<file path="config.mk">
export PLATFORM = sky130hd
export DESIGN_NAME = kfi_ctrl
export DESIGN_NICKNAME = d
export VERILOG_FILES = /design/src/sv/kfi_pkg.sv /design/src/sv/kfi_ctrl.sv
export SDC_FILE = /design/constraint.sdc
export NUM_CORES = 1
export LEC_CHECK = 0
export BUFFER_PORTS_ARGS = -buffer_cell sky130_fd_sc_hd__buf_4
export CORE_MARGIN = 1.5
export CORE_UTILIZATION = 46
export DETAILED_ROUTE_END_ITERATION = 10
export HOLD_SLACK_MARGIN = 0.05
export PLACE_DENSITY_LB_ADDON = 0.3
export SLEW_MARGIN = 0
export SYNTH_ARGS = -nofsm -noshare
export SYNTH_HDL_FRONTEND = slang
export SYNTH_SLANG_ARGS = --single-unit
</file>
<file path="constraint.sdc">
create_clock -name clock -period 1.81 [get_ports clock]
set_clock_uncertainty 0.05 [all_clocks]
set_input_delay 0.181 -clock clock [delete_from_list [all_inputs] [get_ports clock]]
set_output_delay 0.181 -clock clock [all_outputs]
set_load 0.1 [all_outputs]
</file>
<file path="src/sv/kfi_pkg.sv">
// ----------------------------------------------------------------------------
// kfi_pkg
// Shared types, codes and helpers of the keyframe interpolator: request and
// response records, datapath commands, controller states and value helpers.
// ----------------------------------------------------------------------------
package kfi_pkg;

   localparam int VALUE_W = 48;
   localparam int TIME_W  = 32;
   localparam int FLAG_W  = 5;
   localparam int NUM_CH  = 4;

   localparam logic       ACTION_LOAD  = 1'b0;
   localparam logic       ACTION_QUERY = 1'b1;

   localparam logic [1:0] KIND_SCALAR = 2'd0;
   localparam logic [1:0] KIND_COLOR  = 2'd1;
   localparam logic [1:0] KIND_VECTOR = 2'd2;

   localparam logic signed [VALUE_W-1:0] CH_MAX = 48'sd255;

   typedef struct packed {
      logic                      action;
      logic                      first_key;
      logic signed [TIME_W-1:0]  time_num;
      logic [TIME_W-1:0]         time_scale;
      logic                      hold;
      logic [1:0]                kind;
      logic [1:0]                comp_cnt;
      logic signed [VALUE_W-1:0] value_0;
      logic signed [VALUE_W-1:0] value_1;
      logic signed [VALUE_W-1:0] value_2;
      logic signed [VALUE_W-1:0] value_3;
   } kfi_req_type;

   typedef struct packed {
      logic [1:0]                out_kind;
      logic [1:0]                out_comp_cnt;
      logic signed [VALUE_W-1:0] out_value_0;
      logic signed [VALUE_W-1:0] out_value_1;
      logic signed [VALUE_W-1:0] out_value_2;
      logic signed [VALUE_W-1:0] out_value_3;
      logic                      query_error;
   } kfi_rsp_type;

   typedef enum logic [4:0] {
      OP_NONE,
      OP_ACCEPT,
      OP_ERR,
      OP_CAPT,
      OP_MUL_X,
      OP_MUL_Y,
      OP_INC,
      OP_EMIT_L,
      OP_EMIT_R,
      OP_MUL_A,
      OP_MUL_B,
      OP_DIFF,
      OP_NUM_LO,
      OP_NUM_HI,
      OP_DEN_LO,
      OP_DEN_HI,
      OP_FSET,
      OP_DIV,
      OP_LD,
      OP_LLO,
      OP_LHI,
      OP_LRND,
      OP_PUB
   } kfi_op_type;

   typedef enum logic [4:0] {
      S_IDLE,
      S_CHECK,
      S_RD,
      S_CAPT,
      S_MX,
      S_MY,
      S_CMP,
      S_MA,
      S_MB,
      S_DIFF,
      S_NLO,
      S_NHI,
      S_DLO,
      S_DHI,
      S_FSET,
      S_DIV,
      S_LD,
      S_LLO,
      S_LHI,
      S_LRND,
      S_PUB
   } kfi_state_type;

   typedef struct packed {
      logic err;
      logic lt_yx;
      logic lt_xy;
      logic idx_zero;
      logic idx_last;
      logic pass_left;
      logic frac_zero;
      logic frac_one;
      logic div_last;
      logic ch_last;
   } kfi_status_type;

   function automatic logic signed [VALUE_W-1:0] clamp_ch(input logic signed [VALUE_W-1:0] v);
      logic signed [VALUE_W-1:0] r;
      if (v < 0) r = '0;
      else if (v > CH_MAX) r = CH_MAX;
      else r = v;
      return r;
   endfunction

   function automatic logic ch_used(input logic [1:0] kind, input logic [1:0] cnt,
                                    input logic [1:0] c);
      logic u;
      if (kind == KIND_COLOR) u = 1'b1;
      else if (kind == KIND_SCALAR) u = (c == 2'd0);
      else u = (c < cnt);
      return u;
   endfunction

endpackage

</file>
<file path="src/sv/kfi_ctrl.sv">
// ----------------------------------------------------------------------------
// kfi_ctrl
// Sequencer of the keyframe interpolator: key search, fraction, division,
// per-channel lerp and the response register handshake.
// ----------------------------------------------------------------------------
module kfi_ctrl (
   input  logic                    clock,
   input  logic                    reset,
   input  logic                    req_valid,
   input  logic                    req_action,
   input  logic                    rsp_ready,
   input  kfi_pkg::kfi_status_type status,
   output kfi_pkg::kfi_op_type     op,
   output logic                    req_ready,
   output logic                    rsp_valid
);
   import kfi_pkg::*;

   kfi_state_type state_ff, state_in;
   logic          rsp_valid_ff, rsp_valid_in;

   always_ff @(posedge clock) begin
      if (reset) begin
         state_ff     <= S_IDLE;
         rsp_valid_ff <= 1'b0;
      end else begin
         state_ff     <= state_in;
         rsp_valid_ff <= rsp_valid_in;
      end
   end

   always_comb begin
      state_in = state_ff;
      op       = OP_NONE;
      unique case (state_ff)
         S_IDLE: begin
            if (req_valid) begin
               op = OP_ACCEPT;
               if (req_action == ACTION_QUERY) state_in = S_CHECK;
            end
         end
         S_CHECK: begin
            if (status.err) begin
               op       = OP_ERR;
               state_in = S_PUB;
            end else begin
               state_in = S_CAPT;
            end
         end
         S_RD:   state_in = S_CAPT;
         S_CAPT: begin
            op       = OP_CAPT;
            state_in = S_MX;
         end
         S_MX: begin
            op       = OP_MUL_X;
            state_in = S_MY;
         end
         S_MY: begin
            op       = OP_MUL_Y;
            state_in = S_CMP;
         end
         S_CMP: begin
            if (status.idx_zero && !status.lt_yx) begin
               op       = OP_EMIT_R;
               state_in = S_PUB;
            end else if (!status.idx_zero && status.lt_xy) begin
               if (status.pass_left) begin
                  op       = OP_EMIT_L;
                  state_in = S_PUB;
               end else begin
                  state_in = S_MA;
               end
            end else if (status.idx_last) begin
               op       = OP_EMIT_R;
               state_in = S_PUB;
            end else begin
               op       = OP_INC;
               state_in = S_RD;
            end
         end
         S_MA: begin
            op       = OP_MUL_A;
            state_in = S_MB;
         end
         S_MB: begin
            op       = OP_MUL_B;
            state_in = S_DIFF;
         end
         S_DIFF: begin
            op       = OP_DIFF;
            state_in = S_NLO;
         end
         S_NLO: begin
            op       = OP_NUM_LO;
            state_in = S_NHI;
         end
         S_NHI: begin
            op       = OP_NUM_HI;
            state_in = S_DLO;
         end
         S_DLO: begin
            op       = OP_DEN_LO;
            state_in = S_DHI;
         end
         S_DHI: begin
            op       = OP_DEN_HI;
            state_in = S_FSET;
         end
         S_FSET: begin
            op       = OP_FSET;
            state_in = (status.frac_zero || status.frac_one) ? S_LD : S_DIV;
         end
         S_DIV: begin
            op = OP_DIV;
            if (status.div_last) state_in = S_LD;
         end
         S_LD: begin
            op       = OP_LD;
            state_in = S_LLO;
         end
         S_LLO: begin
            op       = OP_LLO;
            state_in = S_LHI;
         end
         S_LHI: begin
            op       = OP_LHI;
            state_in = S_LRND;
         end
         S_LRND: begin
            op       = OP_LRND;
            state_in = status.ch_last ? S_PUB : S_LD;
         end
         S_PUB: begin
            if (!rsp_valid_ff || rsp_ready) begin
               op       = OP_PUB;
               state_in = S_IDLE;
            end
         end
         default: state_in = S_IDLE;
      endcase
   end

   assign rsp_valid_in = (op == OP_PUB) ? 1'b1 : (rsp_ready ? 1'b0 : rsp_valid_ff);
   assign req_ready    = (state_ff == S_IDLE);
   assign rsp_valid    = rsp_valid_ff;

`ifndef SYNTHESIS
   a_pub_free: assert property (@(posedge clock) disable iff (reset)
      (op == OP_PUB) |-> (!rsp_valid_ff || rsp_ready))
      else $error("response register overwritten");
   a_valid_src: assert property (@(posedge clock) disable iff (reset)
      $rose(rsp_valid_ff) |-> $past(op == OP_PUB))
      else $error("response valid without publish");
   a_query_go: assert property (@(posedge clock) disable iff (reset)
      (req_valid && req_ready && (req_action == ACTION_QUERY)) |=> (state_ff == S_CHECK))
      else $error("query transfer did not start search");
   a_div_end: assert property (@(posedge clock) disable iff (reset)
      (state_ff == S_DIV && status.div_last) |=> (state_ff == S_LD))
      else $error("division did not end");
`endif

endmodule
</file>
### After elaboration in Yosys (flattened, before gate mapping)

Cells that the tools add are included.

* register bits: 6
* input bits: 15
* logic and storage cells: 59

* eq/ne operators: 25
* multiplexer cells: 22
* reductions and logical operators: 10

Operators by type and width (number)
* $pmux W5 S21: 1
* $pmux W5 S20: 1
* $mux W5: 13
* $eq A5 B4 Y1 const B: 8
* $eq A5 B5 Y1 const B: 6
* $eq A5 B3 Y1 const B: 4
* $eq A5 B2 Y1 const B: 2
* $ne A2 B2 Y1 const B: 4
* $mux W3: 2
* $eq A5 B1 Y1 const B: 1
* $logic_not A5 Y1: 1
* $mux W4: 1
* $reduce_and A4 Y1: 1
* $logic_not A1 Y1: 3
* $mux W1: 3
* $logic_and A1 B1 Y1: 2
* $logic_or A1 B1 Y1: 2
* $mux W2: 1
* $reduce_bool A2 Y1: 1

### Logic depth before layout (Yosys ltp)

* depth after elaboration: 7
* gate-level depth with buffers: 6
* depth with buffers taken out: 4

### Worst setup path before layout

No wires, ideal clock.

* kind: flip-flop to output port
* from: register rsp_valid_ff, in the netlist rsp_valid
* to: output op[4]
* data arrival time: 3.349 ns
* required time: 1.579 ns
* path slack: -1.770 ns
* stages on the path, launching flop included: 5
* path buffers: 0
* path through: dfxtp_1 nor2b_1 nor2_1 a21boi_1 o31ai_1

* longest elaborated chain between the ends: 4

RTL lines
* from (decl): RTL line kfi_ctrl.sv:20 `logic rsp_valid_ff, rsp_valid_in;`
* from (signal assigned): RTL line kfi_ctrl.sv:28 `rsp_valid_ff <= rsp_valid_in;`
* $logic_not A1 Y1: RTL line kfi_ctrl.sv:135 `if (!rsp_valid_ff || rsp_ready) begin`
* $logic_or A1 B1 Y1: RTL line kfi_ctrl.sv:135
* $mux W5: RTL line kfi_ctrl.sv:135
* $pmux W5 S20: RTL line kfi_ctrl.sv:35 `unique case (state_ff)`
* to (decl): RTL line kfi_ctrl.sv:13 `output kfi_pkg::kfi_op_type op,`

No other way between the ends.

### Worst setup path in the final report

* from: register state_ff[4]
* to: output op[2]

* longest elaborated chain between the ends: 2

RTL lines
* from (decl): RTL line kfi_ctrl.sv:19 `kfi_state_type state_ff, state_in;`
* from (signal assigned): RTL line kfi_ctrl.sv:27 `state_ff <= state_in;`
* $eq A5 B5 Y1 (tied with other cells): RTL line kfi_ctrl.sv:35
* $pmux W5 S20 (*): RTL line kfi_ctrl.sv:35

Mark *: on every way between the ends. The rest lies on a longest branch, timed or not.

==> results.sh <==
export IMPL_outcome="finished, final reports clean"
export IMPL_timing_rr_start="state_ff[0]"
export IMPL_wl_per_cell_um=17.5
export IMPL_drv_slew=0
export IMPL_crit_chain="nor2b_1 -> a22oi_2 -> o221ai_4 -> buf_6"
export IMPL_async_flop_share_pct=0
export IMPL_crit_cells=4
export IMPL_synth_seq_cells=6
export IMPL_hpwl_mm=1.83
export IMPL_synth_avg_cell_area_um2=7.44
export IMPL_required_ns=1.58
export IMPL_path_class="flip-flop to primary output"
export IMPL_r2r_cells=5
export IMPL_min_period_over_period_pct=98.9
export IMPL_setup_viol=0
export IMPL_drc_errors=0
export IMPL_critPathLaunch="state_ff[4]"
export IMPL_io_buffer_count=21
export IMPL_critPathSlowestCell="dfxtp_2"
export IMPL_critPathTopFamily="flip-flops"
export IMPL_r2r_end="state_ff[4]"
export IMPL_fmax_ghz=0.559
export IMPL_initial_utilization_pct=50.6
export IMPL_overflow=0
export IMPL_start_kind="flip-flop"
export IMPL_cts_tree="built"
export IMPL_routed_via_count=983
export IMPL_postRouteAntennaNets=0
export IMPL_synth_edf_count=0
export IMPL_maxCapViolCount=0
export IMPL_worstPathArrival_ns=1.56
export IMPL_die_x_um=44.2
export IMPL_area_delta_synth_final_pct=51.1
export IMPL_ys_types=54
export IMPL_grt_pass1_vias=892
export IMPL_clockRootBuffer="clkbuf_4"
export IMPL_antenna_found_initial=0
export IMPL_grt_usage_pct=28.2
export IMPL_syn_nets=120
export IMPL_drt_iter0_markers=46
export IMPL_cpPeakStageDelay_ns=0.42
export IMPL_rrSetupSlack_ns=0.27
export IMPL_hold_slack_ns=0.0784
export IMPL_nets=149
export IMPL_row_count=14
export IMPL_fin_crit_ns=1.79
export IMPL_cts_buffer_depth=2
export IMPL_worstSkewPairLatency_ns=0.27
export IMPL_ctsHoldBuffers=0
export IMPL_max_slew_margin_pct=72.7
export IMPL_diodes=0
export IMPL_synthFlopType="dfxtp_1"
export IMPL_routed_wl_mm=2.61
export IMPL_syn_cell_area_um2=781
export IMPL_io_pins=22
export IMPL_path_buf_inv=1
export IMPL_ys_warn_count=0
export IMPL_fillers=104
export IMPL_synth_top_area_share_pct=15.4
export IMPL_regArea_um2=134
export IMPL_drive_above_1_share_pct=46.6
export IMPL_critPathMaxFanout=8
export IMPL_cts_clk_slew_worst_paths_ns=0.06
export IMPL_power_density_nw_per_um2=1300
export IMPL_htreeDepth=1
export IMPL_firstDrtPassIters=4
export IMPL_synth_seq_area_share_pct=15.4
export IMPL_die_area_um2=1950
export IMPL_peakVddDrop_v=0.000835
export IMPL_final_util_pct=76.5
export IMPL_p_leak_nw=0.456
export IMPL_grt_max_degree=17
export IMPL_vias_per_cell=6.60
export IMPL_synth_area_leaders="dfxtp_1 15%, nor2b_1 9.6%, nor2_1 4.3%"
export IMPL_cp_end_kind="primary output"
export IMPL_clock_sinks=6
export IMPL_netlist_top_cell_by_area="dfxtp_1"
export IMPL_power_mw=1.54
export IMPL_grt_pass1_wl_mm=3.97
export IMPL_die_h_um=44.2
export IMPL_yosysMostFrequentCell="nor2b_1"
export IMPL_worstMarginPinSlew_ns=0.403
export IMPL_netlist_top_cells_count="12 x nor2b_1, 9 x nor2_1, 7 x nand2_1, 6 x a21oi_1, 6 x dfxtp_1"
export IMPL_hold_viol_final=0
export IMPL_setup_worst_path_end="op[2]"
export IMPL_core_region_area_um2=1540
export IMPL_syn_inst=105
export IMPL_hp_class="input port to flip-flop"
export IMPL_numCtsBuffers=3
export IMPL_routabilityCongestion=0.905
export IMPL_multi_input_area_um2=694
-- per-layer routing --
metal	track usage, %	share of wire [%]	wire length (µm)
met5	0	0	0
met4	21.2	4.5	118
met3	6.12	6.6	172
met2	42.9	50	1300
met1	34.6	39	1020
-- cell families after synthesis --
logic type	synth area share, %
xor+xnor	1.12
compound gates	38.0
mux	2.56
simple gates	34.1
flops	15.4
buf+inv	8.81
-- where the power goes --
group	switching (mW)	internal, mW	total [mW]
logic	0.701	0.444	1.14
registers	0.0703	0.165	0.236
clock network	0.0702	0.0849	0.155
-- worst min path at each step --
stage / cells past startpoint / start / endpoint / slack [ns]
floorplan: 1 / reset / rsp_valid / 0.19
global placement: 2 / reset / rsp_valid / 0.36
detailed placement: 2 / reset / rsp_valid / 0.36
CTS: 2 / reset / state_ff[0] / 0.08
global route: 2 / reset / state_ff[0] / 0.09
finish: 2 / reset / state_ff[0] / 0.08
-- layout by cell type (no fill, tap or decap), drive strengths merged, types with 2 or more instances in the layout --
cell	instances
a21boi	2
o21bai	2
nand2b	3
a31oi	2
or2	2
nand2	7
buf	31
o221ai	2
nand3	2
dfxtp	6
mux2i	2
inv	3
nor2b	12
nor3	2
o21ai	6
a21oi	6
o2111ai	2
clkbuf	4
nor2	10
and2b	2
-- flip-flops by register name (all words and copies together), names as in the netlist --
register / count
rsp_valid: 1
state_ff: 5
-- what timing repair did --
action	CTS	global route
pin swaps	0	1
resized for setup	13	20
endpoints found under the setup margin	4	6
hold endpoints to repair	0	0
setup buffers	0	1
-- worst reg2reg max path: cells and delay by family, from the launching register on --
kind,cells,cell delay (ns)
flip-flops,1,0.39
AO/OA/AOI/OAI,2,0.37
buffers and inverters,1,0.20
AND/OR/NAND/NOR,2,0.43
-- cell type report --
| cell class | count | share of cell area [%] |
|---|---|---|
| Clock buffer | 4 | 2.23 |
| Timing Repair Buffer | 31 | 24.9 |
| Multi-Input combinational cell | 89 | 58.9 |
| Sequential cell | 6 | 11.3 |
| Tap cell | 16 | 1.70 |
| Inverter | 3 | 0.954 |
-- through the flow --
step | TNS (ns) | instance area [µm²] | worst slack, ns | std cells
finish | 0 | 1180 | 0.0200 | 149
global route | -0.0649 | 1180 | -0.0279 | 149
CTS | 0 | 1100 | 0.00789 | 148
detailed placement | 0 | 1040 | 0.109 | 144
global placement | 0 | 1040 | 0.152 | 144
floorplan | -0.268 | 855 | -0.160 | 105
No activity file was read; power rests on OpenSTA's default activity.
